--- config.mk ---
export PLATFORM = sky130hd
export DESIGN_NAME = ivrs_expand_seq
export DESIGN_NICKNAME = d
export VERILOG_FILES = /design/src/rtl/core/ivrs_pkg.sv /design/src/rtl/core/ivrs_expand_seq.sv
export VERILOG_INCLUDE_DIRS = /design/src /design/src/rtl/core
export SDC_FILE = /design/constraint.sdc
export NUM_CORES = 1
export LEC_CHECK = 0
export ABC_AREA = 1
export BUFFER_PORTS_ARGS = -buffer_cell sky130_fd_sc_hd__buf_2
export CORE_ASPECT_RATIO = 1.75
export CORE_MARGIN = 10
export CORE_UTILIZATION = 57
export DETAILED_ROUTE_END_ITERATION = 10
export HOLD_SLACK_MARGIN = 0.12
export PLACE_DENSITY = 0.76
export SETUP_SLACK_MARGIN = 0.02
export SYNTH_ARGS = -nofsm -noshare
export SYNTH_HDL_FRONTEND = slang
export SYNTH_SLANG_ARGS = --single-unit
--- constraint.sdc ---
create_clock -name clk_i -period 9.3 [get_ports clk_i]
set_clock_uncertainty 0.1 [all_clocks]
set_input_delay 0.93 -clock clk_i [delete_from_list [all_inputs] [get_ports clk_i]]
set_output_delay 0.93 -clock clk_i [all_outputs]
set_load 0.01 [all_outputs]
--- src/rtl/core/inplace_vertical_row_stretch_assert.svh ---
// assertion macros shared by the frame store blocks
`ifndef INPLACE_VERTICAL_ROW_STRETCH_ASSERT_SVH
`define INPLACE_VERTICAL_ROW_STRETCH_ASSERT_SVH

// property checked on every rising clock edge outside reset
`define IVRS_ASSERT(lbl, prop, msg) \
  lbl: assert property (@(posedge clk_i) disable iff (!rst_ni) prop) \
    else $error(msg);

// condition that must never be true outside reset
`define IVRS_ASSERT_NEVER(lbl, cond, msg) \
  `IVRS_ASSERT(lbl, !(cond), msg)

`endif

--- src/rtl/core/ivrs_pkg.sv ---
package ivrs_pkg;

  // payload field widths
  localparam int unsigned DataW      = 16;
  localparam int unsigned RowW       = 8;
  localparam int unsigned ColW       = 9;
  localparam int unsigned FuncW      = 2;
  localparam int unsigned StatusW    = 2;
  localparam int unsigned CfgW       = 8;
  localparam int unsigned CfgIdxW    = 1;
  localparam int unsigned InTdataW   = 40;
  localparam int unsigned OutTdataW  = 16;

  // configuration register indexes
  localparam logic [CfgIdxW-1:0] CFG_TOP_ROW       = 1'b0;
  localparam logic [CfgIdxW-1:0] CFG_CONTENT_LINES = 1'b1;

  // reset values of the configuration registers
  localparam logic [CfgW-1:0] TOP_ROW_RST       = 8'd0;
  localparam logic [CfgW-1:0] CONTENT_LINES_RST = 8'd240;

  // operation codes carried in the input tuser
  typedef enum logic [FuncW-1:0] {
    FUNC_WRITE  = 2'd0,
    FUNC_READ   = 2'd1,
    FUNC_EXPAND = 2'd2
  } func_e;

  // result codes carried in the output tuser
  typedef enum logic [StatusW-1:0] {
    STATUS_WRITE_DONE  = 2'd0,
    STATUS_READ_VALID  = 2'd1,
    STATUS_EXPAND_DONE = 2'd2,
    STATUS_EXPAND_SKIP = 2'd3
  } status_e;

  // expand sequencer states
  typedef enum logic [2:0] {
    SEQ_IDLE = 3'd0,
    SEQ_SCAN = 3'd1,
    SEQ_ROW  = 3'd2,
    SEQ_COPY = 3'd3,
    SEQ_ADV  = 3'd4
  } seq_state_e;

  // sequencer status toward the top level
  typedef struct packed {
    logic busy;
    logic done;
  } seq_stat_t;

endpackage

--- src/rtl/core/ivrs_expand_seq.sv ---
`include "inplace_vertical_row_stretch_assert.svh"

module ivrs_expand_seq
  import ivrs_pkg::*;
#(
  parameter int unsigned FRAME_HEIGHT = 240,
  parameter int unsigned FRAME_WIDTH  = 320,
  parameter int unsigned AW           = 17
) (
  input  logic            clk_i,
  input  logic            rst_ni,
  input  logic            start_i,
  input  logic [CfgW-1:0] top_row_i,
  input  logic [CfgW-1:0] content_lines_i,
  output seq_stat_t       stat_o,
  output logic            rd_en_o,
  output logic [AW-1:0]   rd_addr_o,
  output logic            wr_en_o,
  output logic [AW-1:0]   wr_addr_o
);

  localparam int unsigned YW = $clog2(FRAME_HEIGHT);
  localparam int unsigned RW = ((YW > CfgW) ? YW : CfgW) + 2;
  localparam int unsigned XW = (FRAME_WIDTH > 1) ? $clog2(FRAME_WIDTH) : 1;

  seq_state_e      state_q, state_d;
  logic            bottom_q, bottom_d;
  logic [YW-1:0]   y_q, y_d;
  logic [CfgW-1:0] q_q, q_d;
  logic [YW-1:0]   acc_q, acc_d;
  logic [YW-1:0]   fixed_q, fixed_d;
  logic [XW-1:0]   x_q, x_d;
  logic [AW-1:0]   src_base_q, src_base_d;
  logic [AW-1:0]   dst_base_q, dst_base_d;
  logic            wr_en_q, wr_en_d;
  logic [AW-1:0]   wr_addr_q, wr_addr_d;

  logic [RW-1:0]   src_row;
  logic [RW-1:0]   cur_row;
  logic [RW-1:0]   up_sum;
  logic [RW-1:0]   height_ext;
  logic [RW-1:0]   lines_ext;

  // source row of the current line and the running quotient steps
  assign height_ext = RW'(FRAME_HEIGHT);
  assign lines_ext  = RW'(content_lines_i);
  assign src_row    = RW'(top_row_i) + RW'(q_q);
  assign cur_row    = RW'(y_q);
  assign up_sum     = RW'(acc_q) + lines_ext;

  // state and datapath registers
  always_ff @(posedge clk_i or negedge rst_ni) begin
    if (!rst_ni) begin
      state_q  <= SEQ_IDLE;
      bottom_q <= 1'b0;
      wr_en_q  <= 1'b0;
    end else begin
      state_q  <= state_d;
      bottom_q <= bottom_d;
      wr_en_q  <= wr_en_d;
    end
  end

  always_ff @(posedge clk_i) begin
    y_q        <= y_d;
    q_q        <= q_d;
    acc_q      <= acc_d;
    fixed_q    <= fixed_d;
    x_q        <= x_d;
    src_base_q <= src_base_d;
    dst_base_q <= dst_base_d;
    wr_addr_q  <= wr_addr_d;
  end

  // next state, row stepping and memory requests
  always_comb begin
    state_d    = state_q;
    bottom_d   = bottom_q;
    y_d        = y_q;
    q_d        = q_q;
    acc_d      = acc_q;
    fixed_d    = fixed_q;
    x_d        = x_q;
    src_base_d = src_base_q;
    dst_base_d = dst_base_q;
    wr_en_d    = 1'b0;
    wr_addr_d  = wr_addr_q;
    rd_en_o    = 1'b0;
    rd_addr_o  = src_base_q + AW'(x_q);
    stat_o     = '{busy: (state_q != SEQ_IDLE), done: 1'b0};

    unique case (state_q)
      SEQ_IDLE: begin
        if (start_i) begin
          y_d      = '0;
          q_d      = '0;
          acc_d    = '0;
          bottom_d = 1'b0;
          state_d  = SEQ_SCAN;
        end
      end

      // search the first row whose source is at or above it
      SEQ_SCAN: begin
        if (src_row <= cur_row) begin
          fixed_d = y_q;
          y_d     = '0;
          q_d     = '0;
          acc_d   = '0;
          state_d = SEQ_ROW;
        end else begin
          y_d = y_q + YW'(1);
          if (up_sum >= height_ext) begin
            acc_d = YW'(up_sum - height_ext);
            q_d   = q_q + CfgW'(1);
          end else begin
            acc_d = YW'(up_sum);
          end
        end
      end

      // pick the next row to copy or switch to the bottom-up pass
      SEQ_ROW: begin
        if (!bottom_q && (y_q == fixed_q)) begin
          bottom_d = 1'b1;
          y_d      = YW'(FRAME_HEIGHT - 1);
          q_d      = content_lines_i - CfgW'(1);
          acc_d    = YW'(height_ext - lines_ext);
        end else if (bottom_q && (src_row == cur_row)) begin
          state_d = SEQ_ADV;
        end else begin
          src_base_d = AW'(src_row) * AW'(FRAME_WIDTH);
          dst_base_d = AW'(y_q) * AW'(FRAME_WIDTH);
          x_d        = '0;
          state_d    = SEQ_COPY;
        end
      end

      // one pixel read per cycle, each written back from the registered read data
      SEQ_COPY: begin
        rd_en_o   = 1'b1;
        wr_en_d   = 1'b1;
        wr_addr_d = dst_base_q + AW'(x_q);
        x_d       = x_q + XW'(1);
        if (x_q == XW'(FRAME_WIDTH - 1)) begin
          state_d = SEQ_ADV;
        end
      end

      // step to the next row in the current direction
      SEQ_ADV: begin
        if (!bottom_q) begin
          y_d     = y_q + YW'(1);
          state_d = SEQ_ROW;
          if (up_sum >= height_ext) begin
            acc_d = YW'(up_sum - height_ext);
            q_d   = q_q + CfgW'(1);
          end else begin
            acc_d = YW'(up_sum);
          end
        end else if (y_q == fixed_q) begin
          stat_o.done = 1'b1;
          state_d     = SEQ_IDLE;
        end else begin
          y_d     = y_q - YW'(1);
          state_d = SEQ_ROW;
          if (RW'(acc_q) < lines_ext) begin
            acc_d = YW'(RW'(acc_q) + height_ext - lines_ext);
            q_d   = q_q - CfgW'(1);
          end else begin
            acc_d = YW'(RW'(acc_q) - lines_ext);
          end
        end
      end

      default: begin
        state_d = SEQ_IDLE;
      end
    endcase
  end

  assign wr_en_o   = wr_en_q;
  assign wr_addr_o = wr_addr_q;

  // checks on the copy pipeline and on start
  `IVRS_ASSERT(a_wr_after_rd, wr_en_q |-> $past(rd_en_o), "write without preceding read")
  `IVRS_ASSERT_NEVER(a_no_same_entry, rd_en_o && wr_en_q && (rd_addr_o == wr_addr_q),
                     "read and write of one entry in one cycle")
  `IVRS_ASSERT(a_start_idle, start_i |-> (state_q == SEQ_IDLE), "start while busy")

endmodule

==> impl_metrics.ini <==
[status]
status = finished clean

[synth]
synth-edff-count = 80
async_flop_share_pct = 5.88
syn-num-nets = 967
yosys.cell_types.count = 48
ys_seq_area_share_pct = 35.1
synthMostInstantiatedCell = nand2_1
synth.ff_latch_count = 85
yosysWarnings = 0
avgSynthCellArea_um2 = 8.41
netlist_area_um2 = 7200
synth_area_leaders = edfxtp_1, ha_1, nand2_1
dominantRegCellSynth = edfxtp_1
netlist_instances = 857
yosys-top-cells-count = nand2_1, inv_1, edfxtp_1, ha_1
synth_top_area_share_pct = 33.4
synth_area_leader_cell = edfxtp_1

[setup_path]
crit_buf_inv = 1
slowest_stage = o21ai_0
arrival_ns = 4.22
crit_family = compound AO/OA/AOI/OAI gates
required_ns = 9.16
endpoint_kind = flop
path_class = in -> reg
crit_path_frequent_cell = nand2_1
worst_path_largest_cell_delay_ns = 1.08
ff2ff_path_depth = 15
cp.depth = 16
path_cells = buf_2, ha_1, nand3_1, nand2_1, a21oi_1, o21ai_0, nand2_1, nand2_1, a21oi_1, xnor2_1, ha_1, nand2_1, nor3_1, nand3_2, o21ai_0, o21ai_0
crit_path_max_fanout = 9
worstSetupStartpointType = primary input

[clock_network]
cts_setup_buffers = 0
postCtsHoldBufs = 0
cts_num_sinks = 85
cts_resized = 0
cts-root-buf = clkbuf_16
numCtsBuffers = 9
htreeDepth = 3
cts_max_path_buffers = 2
worstSkewPairLatency_ns = 0.35
cts_tree = done
clk_pin_slew_ns = 0.07

[routing]
via_per_inst = 5.46
vias = 5927
drcViolationCount = 0
drt-pass1-iter-count = 5
drtAntennaViolNets = 0
routed_wl_mm = 16.9
wl_per_cell_um = 15.5
drt_iter0_markers = 290

[floorplan]
fp.dieH_um = 169
core_area_um2 = 12400
die_x_um = 105
design.portCount = 57
initial_utilization_pct = 57.9
design.die.area_um2 = 17700
num_rows = 54

[sta]
drv_slew = 0
min_period_ns = 4.36
period_share_pct = 46.9
final.setup.tns_ns = 0
hold_violations = 0
rsz0062_at_grt = no
slew_headroom_pct = 12.9
setup_viol = 0
fmax_ghz = 0.229
tightest_slew_ns = 1.29

[placement]
hpwl_mm = 13.6
io_buffers = 56
place_congestion = 0.936

[worst_hold_path]
hold_class = in -> async

[final_layout]
drive_gt1_share_pct = 13.3
multiInputGateArea_um2 = 4070
regArea_um2 = 2530
area_growth_pct = 10.4
fill_cells = 1110
diodes = 0
fin_nets = 1022

[grt]
first_global_vias = 5884
grt_usage_pct = 19.1
overflow = 0
grt_start_max_net_pins = 23
antenna_found_initial = 0
grt_pass1_wl_mm = 27.5

[flow_run]
cap_viol_max_count = 0
[per-layer routing]
layer | track usage (%) | part of all wire (%)
met2 | 37.2 | 56
met1 | 17.4 | 34
met3 | 3.00 | 4.0
met5 | 0 | 0
met4 | 12.8 | 5.7
[area by class of cell]
class                           instances  share of cell area, %
Sequential cell                        85                   31.8
Multi-Input combinational cell        621                   51.1
Clock inverter                          7                   1.31
Timing Repair Buffer                   60                   3.90
Clock buffer                            9                   2.83
Inverter                              135                   6.40
Tap cell                              168                   2.64
[cells by family after synthesis]
logic type / count (synthesis) / share of synthesized area (%)
and+or+nand+nor: 352 / 22.4
buffers and inverters: 151 / 8.56
AOI/OAI and AO/OA: 112 / 8.98
adders and majority gates: 91 / 17.0
DFF: 85 / 35.1
xor gates and xnor gates: 66 / 8.02
[stage by stage]
step                worst slack, ns  cells  hold WS (ns)  utilization, %  instance area [µm²]
global placement               4.72   1069         0.394            61.3                 7630
global route                   4.62   1085         0.280            64.0                 7960
CTS                            4.94   1085         0.275            64.0                 7960
floorplan                      5.08    857         0.375               -                 7200
finish                         4.94   1085         0.280            64.0                 7960
detailed placement             4.59   1069         0.401            61.3                 7630
[sequential cells by signal, indices dropped and copies added, names as in the netlist]
register,count
src_base_q,11
state_q,3
dst_base_q,11
bottom_q,1
wr_addr_o,17
acc_q,8
q_q,8
fixed_q,8
y_q,8
x_q,9
wr_en_o,1
[cells in the final DEF, fill, tap and decap left out, types with 8 or more instances in the layout]
cell type | netlist | layout
a21oi_1 | 37 | 37
buf_2 | 1 | 56
clkbuf_16 | 0 | 9
edfxtp_1 | 80 | 80
fa_1 | 11 | 11
ha_1 | 80 | 80
inv_1 | 125 | 125
inv_2 | 8 | 8
nand2_1 | 163 | 163
nand2_2 | 13 | 13
nand3_1 | 56 | 56
nand4_1 | 17 | 17
nor2_1 | 56 | 54
nor3_1 | 20 | 19
o21ai_0 | 35 | 35
o21bai_1 | 8 | 8
xnor2_1 | 18 | 18
xor2_1 | 48 | 48
[worst paths after layout]
kind / from / slack (ns) / endpoint
worst max-delay path: top_row_i[2] / 4.94 / x_q[5]
worst min-delay path: rst_ni / 0.28 / bottom_q
worst max register to register: q_q[1] / 5.12 / x_q[5]
worst min register to register: x_q[1] / 0.41 / wr_addr_o[1]
max in group asynchronous: rst_ni / 8.70 / state_q[0]
min in group clk_i: x_q[1] / 0.41 / wr_addr_o[1]
Power is left out: the tool's default activity adds up to more than one toggle a clock period on the data nets, which glitch-free logic cannot reach.
